===== src/sv/isrt_pkg.sv =====
// types shared by the insertion sorter cells and the top level
// no dependencies
package isrt_pkg;

   localparam int unsigned DataWidth = 32;

   typedef logic signed [DataWidth-1:0] isrt_data_type;

   // what one cell shows its neighbors
   typedef struct packed {
      logic          occ;
      logic          gt;
      isrt_data_type data;
   } isrt_link_type;

   // operation applied to every cell of the row in the same cycle
   typedef struct packed {
      logic insert;
      logic shift;
   } isrt_ctrl_type;

   typedef enum logic [1:0] {
      ST_FILL  = 2'b01,
      ST_DRAIN = 2'b10
   } isrt_state_type;

endpackage


===== src/sv/isrt_cell.sv =====
// one storage cell of the insertion sorter row
// depends on isrt_pkg
module isrt_cell (
   input  logic                   clock,
   input  logic                   reset,
   input  isrt_pkg::isrt_ctrl_type ctrl,
   input  isrt_pkg::isrt_data_type new_value,
   input  isrt_pkg::isrt_link_type left,
   input  isrt_pkg::isrt_link_type right,
   output isrt_pkg::isrt_link_type link
);
   import isrt_pkg::*;

   isrt_data_type data_ff, data_in;
   logic          occ_ff, occ_in;
   logic          gt;

   assign gt = occ_ff & (data_ff > new_value);

   always_comb begin
      data_in = data_ff;
      occ_in  = occ_ff;
      if (ctrl.shift) begin
         data_in = right.data;
         occ_in  = right.occ;
      end else if (ctrl.insert) begin
         occ_in = occ_ff | left.occ;
         if (left.gt) begin
            data_in = left.data;
         end else if (gt | (~occ_ff & left.occ)) begin
            data_in = new_value;
         end
      end
   end

   always_ff @(posedge clock) begin
      if (reset) begin
         occ_ff <= 1'b0;
      end else begin
         occ_ff <= occ_in;
      end
   end

   always_ff @(posedge clock) begin
      data_ff <= data_in;
   end

   assign link.occ  = occ_ff;
   assign link.gt   = gt;
   assign link.data = data_ff;

endmodule


===== src/sv/insertion_sorter_core.sv =====
// insertion sorter: a row of SIZE compare-and-shift cells, depends on isrt_pkg and isrt_cell
// fill: one value a cycle, each inserted into the row in the cycle it transfers
// drain: the row shifts toward cell 0, one result a cycle while rsp_tready is high, SIZE results per set
// the first result is valid in the cycle after the SIZE-th input transfers
// synchronous reset empties the row and returns to fill
module insertion_sorter_core #(
   parameter int unsigned SIZE = 16
) (
   input  logic        clock,
   input  logic        reset,
   input  logic        req_tvalid,
   output logic        req_tready,
   input  logic [31:0] req_tdata,   // value
   output logic        rsp_tvalid,
   input  logic        rsp_tready,
   output logic [31:0] rsp_tdata,   // sorted_value
   output logic        rsp_tlast    // final_res
);
   import isrt_pkg::*;

   isrt_state_type state_ff, state_in;
   isrt_ctrl_type  ctrl;
   isrt_link_type  links [SIZE];
   isrt_link_type  head_link, tail_link;
   isrt_data_type  new_value;
   logic           req_xfer, rsp_xfer;

   assign new_value  = isrt_data_type'(req_tdata);
   assign req_tready = (state_ff == ST_FILL);
   assign rsp_tvalid = (state_ff == ST_DRAIN);
   assign req_xfer   = req_tvalid & req_tready;
   assign rsp_xfer   = rsp_tvalid & rsp_tready;

   assign ctrl.insert = req_xfer;
   assign ctrl.shift  = rsp_xfer;

   assign head_link.occ  = 1'b1;
   assign head_link.gt   = 1'b0;
   assign head_link.data = '0;
   assign tail_link.occ  = 1'b0;
   assign tail_link.gt   = 1'b0;
   assign tail_link.data = '0;

   for (genvar i = 0; i < SIZE; i++) begin : g_cell
      isrt_cell u_cell (
         .clock     (clock),
         .reset     (reset),
         .ctrl      (ctrl),
         .new_value (new_value),
         .left      ((i == 0) ? head_link : links[(i == 0) ? 0 : i - 1]),
         .right     ((i == SIZE - 1) ? tail_link : links[(i == SIZE - 1) ? i : i + 1]),
         .link      (links[i])
      );
   end

   assign rsp_tdata = links[0].data;
   assign rsp_tlast = ~links[1].occ;

   always_comb begin
      state_in = state_ff;
      case (state_ff)
         ST_FILL: begin
            if (req_xfer && links[SIZE-2].occ) begin
               state_in = ST_DRAIN;
            end
         end
         ST_DRAIN: begin
            if (rsp_xfer && rsp_tlast) begin
               state_in = ST_FILL;
            end
         end
         default: state_in = ST_FILL;
      endcase
   end

   always_ff @(posedge clock) begin
      if (reset) begin
         state_ff <= ST_FILL;
      end else begin
         state_ff <= state_in;
      end
   end

endmodule


===== config.mk =====
export PLATFORM = sky130hd
export DESIGN_NAME = insertion_sorter_core
export DESIGN_NICKNAME = d
export VERILOG_FILES = /design/src/sv/isrt_pkg.sv /design/src/sv/isrt_cell.sv /design/src/sv/insertion_sorter_core.sv
export SDC_FILE = /design/constraint.sdc
export NUM_CORES = 2
export LEC_CHECK = 0
export ABC_CLOCK_PERIOD_IN_PS = 7150
export BUFFER_PORTS_ARGS = -buffer_cell sky130_fd_sc_hd__buf_2
export CAP_MARGIN = 20
export CORE_MARGIN = 8
export CORE_UTILIZATION = 46
export CTS_CLUSTER_DIAMETER = 50
export DETAILED_ROUTE_END_ITERATION = 10
export PLACE_DENSITY = 0.59
export REMOVE_ABC_BUFFERS = 1
export SETUP_SLACK_MARGIN = 0.02
export SYNTH_ARGS = -nofsm -noshare
export SYNTH_HDL_FRONTEND = slang
export SYNTH_SLANG_ARGS = --single-unit

===== constraint.sdc =====
create_clock -name clock -period 7.15 [get_ports clock]
set_input_delay 1.0725 -clock clock [delete_from_list [all_inputs] [get_ports clock]]
set_output_delay 1.0725 -clock clock [all_outputs]
set_load 0.02 [all_outputs]

* Word level (Yosys, flattened, before mapping)
Index checks and enable logic that the tools add are counted.
Cells by class: magnitude comparators 16, equal/unequal tests 4, muxes and demuxes 94, bitwise logic cells 80, reduce and logical (&&, ||, !) cells 37
Operators by type and width (count):
- $mux 32 | 61
- $gt 32x32->1 | 16
- $reduce_bool 3->1 | 14
- $reduce_and 2->1 | 17
- $and 1x1->1 | 33
- $or 1x1->1 | 31
- $mux 1 | 30
- $not 1->1 | 16
- $reduce_bool 2->1 | 3
- $mux 2 | 2
- $ne 2x1->1 const B | 2
- $pmux 2 s2 | 1
- $eq 2x1->1 const B | 1
- $eq 2x2->1 const B | 1
- $logic_and 1x1->1 | 2
- $reduce_or 2->1 | 1
Word-level totals: register bits 530, logic and storage cells 264

* Depth between registers and ports, before layout
depth after elaboration 7, depth in mapped cells 14, gate-level depth less buffers 11

* Cells and area by module
Synthesis repeated with hierarchy kept, for this count alone.
Second synthesis, totals: cell total of the unflattened synthesis 4269, area, all modules 40078.4 µm²
By module, submodules not included:
- isrt_cell | times used 16, cells an instance 266, area an instance 2497.4 µm², sequential area each 980.9 µm²
- insertion_sorter_core | times used 1, cells an instance 13, area an instance 120.1 µm², sequential area each 40.0 µm²

* Least setup slack after synthesis
No wires, ideal clock.
path kind input-to-reg, from in req_tdata[31], to reg g_cell[2].u_cell.data_ff[0] (enable), setup time 0.440 ns, arrival 5.469 ns, data required time 6.710 ns, slack 1.241 ns, stages on the path 12, buffers on the path 3, path through clkbuf_1 > inv_1 > ha_1 > nand4_1 > or2_0 > or3_1 > a21o_1 > and3_1 > or3_1 > buf_6 > buf_12 > a41oi_1
Between the ends: longest elaborated chain between the ends 5, elaborated cells between the ends (all ways) 7, those cells by class order compare: 2; bitwise: 3; reduce/logical: 2
Ends and longest elaborated chain:
- from (decl) | line insertion_sorter_core.sv:13 | input logic [31:0] req_tdata,
- $gt 32x32->1 | line isrt_cell.sv:18 | assign gt = occ_ff & (data_ff > new_value);
- $and 1x1->1 | line isrt_cell.sv:18
- $or 1x1->1 | line isrt_cell.sv:30 | end else if (gt | (~occ_ff & left.occ)) begin
- $reduce_bool 3->1 (no source line) *
- $reduce_and 2->1 (no source line) *
- to (signal assigned) | line isrt_cell.sv:45 | data_ff <= data_in;
- to (decl) | line isrt_cell.sv:14 | isrt_data_type data_ff, data_in;
Every way passes the cells marked *; elsewhere a longest branch is shown, timed or not. A chain may end at the register's enable or synchronous reset.

* Worst setup path after layout
from in req_tdata[10], to reg g_cell[6].u_cell.data_ff[4] (enable)
Between the ends: longest elaborated chain between the ends 5, elaborated cells between the ends (all ways) 7, those cells by class order compare: 2; bitwise: 3; reduce/logical: 2
Ends and longest elaborated chain (line):
- $gt 32x32->1 | isrt_cell.sv:18
- $and 1x1->1 | isrt_cell.sv:18
- $or 1x1->1 | isrt_cell.sv:30
- $reduce_bool 3->1 (no source line) *
- $reduce_and 2->1 (no source line) *
- to (signal assigned) | isrt_cell.sv:45
- to (decl) | isrt_cell.sv:14
Marked as above.

==> impl_metrics.ini <==
[outcome]
status = complete, no violations

[sta]
setup_violations = 0
timing.fmax_ghz = 0.187
tns_ps = 0
finalMaxSlewViolations = 0
rsz0062_at_grt = false
fin_crit_sh = 0.747
maxSlewHeadroom = 0.300
tightestPinTransition_ps = 1050
hold_viol = 0
skew_ps = 26.7
fin_crit_ps = 5340
holdWs_ps = 517

[pwr]
finalPower_mw = 8.53
irDropWorstVdd_uv = 191
leakage_nw = 18.6
p_per_area_mw_per_mm2 = 203

[clocking]
clk_pin_slew_ps = 60
clock_latency_ps = 640
clk_path_buf_depth = 3
hold_buffers = 0
cts_buffers = 82
cts_sinks = 530
htree_levels = 3
root_buffer = clkbuf_16
cts_setup_buffers = 0
cts-resized-gates = 0
tritoncts = yes

[place]
portBuffers = 70
dpl.hpwl_mm = 79.8
gp_congestion = 0.890

[worst_setup_path]
slowest_delay_ps = 730
critPathKind = input pin to flip-flop
arrival_ps = 5650
end_kind = flip-flop
crit_fanout = 17
crit_path_cell_trace = buf_2 > inv_1 > ha_1 > and2_1 > a221o_1 > a221oi_1 > a21o_1 > a21oi_1 > or3b_2 > a41oi_4 > buf_4
start_kind = input pin
path_buf_inv = 3
slowest_stage = or3b_2
rrSetupSlack_ps = 2750
path_delay_family = compound AO/OA/AOI/OAI gates
cp.required_ps = 7450

[routing]
drc = 0
drt_iter0_drc = 1927
ant_nets = 0
wirelength_mm = 106
vias_per_cell = 5.94
wl_per_cell_um = 22.0
vias = 28704
firstDrtPassIters = 5

[yosys]
netlist_top_cells_area = edfxtp_1 (38%), ha_1 (17%), mux2i_1 (13%)
synth_area_per_cell_um2 = 10.3
seq_area_frac_synth = 0.407
ys.flop_type = edfxtp_1
synth_top_cell_by_area = edfxtp_1
ys_seq_elements = 530
synthDistinctLibCells = 66
async_flop_share = 0
synthCells = 3684
syn_area_mm2 = 0.0379
ys.warnings.count = 0
synth_top_area_frac = 0.380
synth_edf_count = 480

[layout]
area_delta_synth_final_pct = 11.1
n_antenna_cell = 0
nets = 4246
fin_util = 0.515
layout_commonest_cell = ha_1
drive_gt1_frac = 0.0824
final_cell_mix = ha_1 (512), edfxtp_1 (480), mux2i_1 (479), nand2_1 (471), o21ai_1 (390)

[die]
die_area_mm2 = 0.0918
io_pins = 71
core_area_mm2 = 0.0818
die_x_um = 303
die_y_um = 303
initial_core_util = 0.463
core.rowCount = 105

[global_route]
grt_pass1_vias = 29091
antenna_found_initial = 1
grt_max_degree = 220
overflow = 0
grt_pass1_wl_mm = 167
grt_usage = 0.228

[worst_hold_path]
hp-class = flip-flop to flip-flop

[run]
drv_cap = 0
## final cells by class
cell class                      instances  area (um2)
Clock buffer                          101        2210
Clock inverter                         49         507
Tap cell                             1070        1340
Multi-Input combinational cell       2880       21400
Inverter                               61         229
Timing Repair Buffer                  143        1040
Fill cell                            7471       39700
Sequential cell                       530       15400
## path summary, 6_finish.rpt
| path | from | to | depth (start not counted) |
|---|---|---|---|
| max | req_tdata[10] | g_cell[6].u_cell.data_ff[4] | 11 |
| min | g_cell[15].u_cell.data_ff[15] | g_cell[15].u_cell.data_ff[15] | 2 |
| max reg2reg | g_cell[5].u_cell.data_ff[9] | g_cell[6].u_cell.data_ff[4] | 9 |
| min reg2reg | g_cell[15].u_cell.data_ff[15] | g_cell[15].u_cell.data_ff[15] | 2 |
## metal layers
metal	global-route usage	wire length, um	share of wire	vias up
li1	-	-	-	14037
met1	0.317	50100	0.47	13926
met2	0.376	49700	0.47	592
met3	0.0281	4400	0.041	149
met4	0.0597	2300	0.022	0
met5	0	0	0	-
## cell families after synthesis
family                   count (synthesis)  synth area share
flip-flops                             530             0.407
multiplexers                           483             0.128
adder cells (fa/ha/maj)                512             0.169
AO/OA/AOI/OAI                          979             0.151
buffers and inverters                  274            0.0372
AND/OR/NAND/NOR                        906             0.108
## worst min-delay path, stage by stage (launching register included)
cell and delay [ps]:
dfxtp_1 320, nor2_1 100, a211oi_1 50
## metrics by stage
step | area [um2] | instances | setup WS, ps
6_report | 42100 | 4834 | 1810
5_1_grt | 42100 | 4834 | 1680
4_1_cts | 42100 | 4832 | 1910
3_5_place_dp | 39400 | 4682 | 1260
3_3_place_gp | 39300 | 4681 | 1270
2_1_floorplan | 36700 | 3471 | -14990
## flip-flops by register name, indices dropped and copies added, names as in the netlist
| register | count |
|---|---|
| g_cell.u_cell.data_ff | 512 |
| g_cell.u_cell.occ_ff | 16 |
| state_ff | 2 |
## where the power goes
part,internal [mW],switching (mW)
Combinational,0.371,0.569
Clock,2.46,1.58
Sequential,3.48,0.0699
Total,6.31,2.22
## Yosys cell counts, types with 8 or more instances
cell / n
nand2_1: 472
buf_6: 26
nor3_1: 30
nor2_1: 153
and4_1: 11
mux2i_1: 479
o211ai_1: 14
clkbuf_1: 137
a221o_1: 8
o21ai_0: 86
inv_1: 61
edfxtp_1: 480
dfxtp_1: 50
nand2b_1: 16
a21o_1: 124
buf_4: 14
o21ai_1: 392
a31oi_1: 10
a211oi_1: 67
a221oi_1: 13
buf_2: 29
o21a_1: 11
nor4_1: 13
nand4_1: 103
nor2b_1: 30
nand3_1: 30
a21oi_1: 206
ha_1: 512
Power figures use the tool's default switching activity.
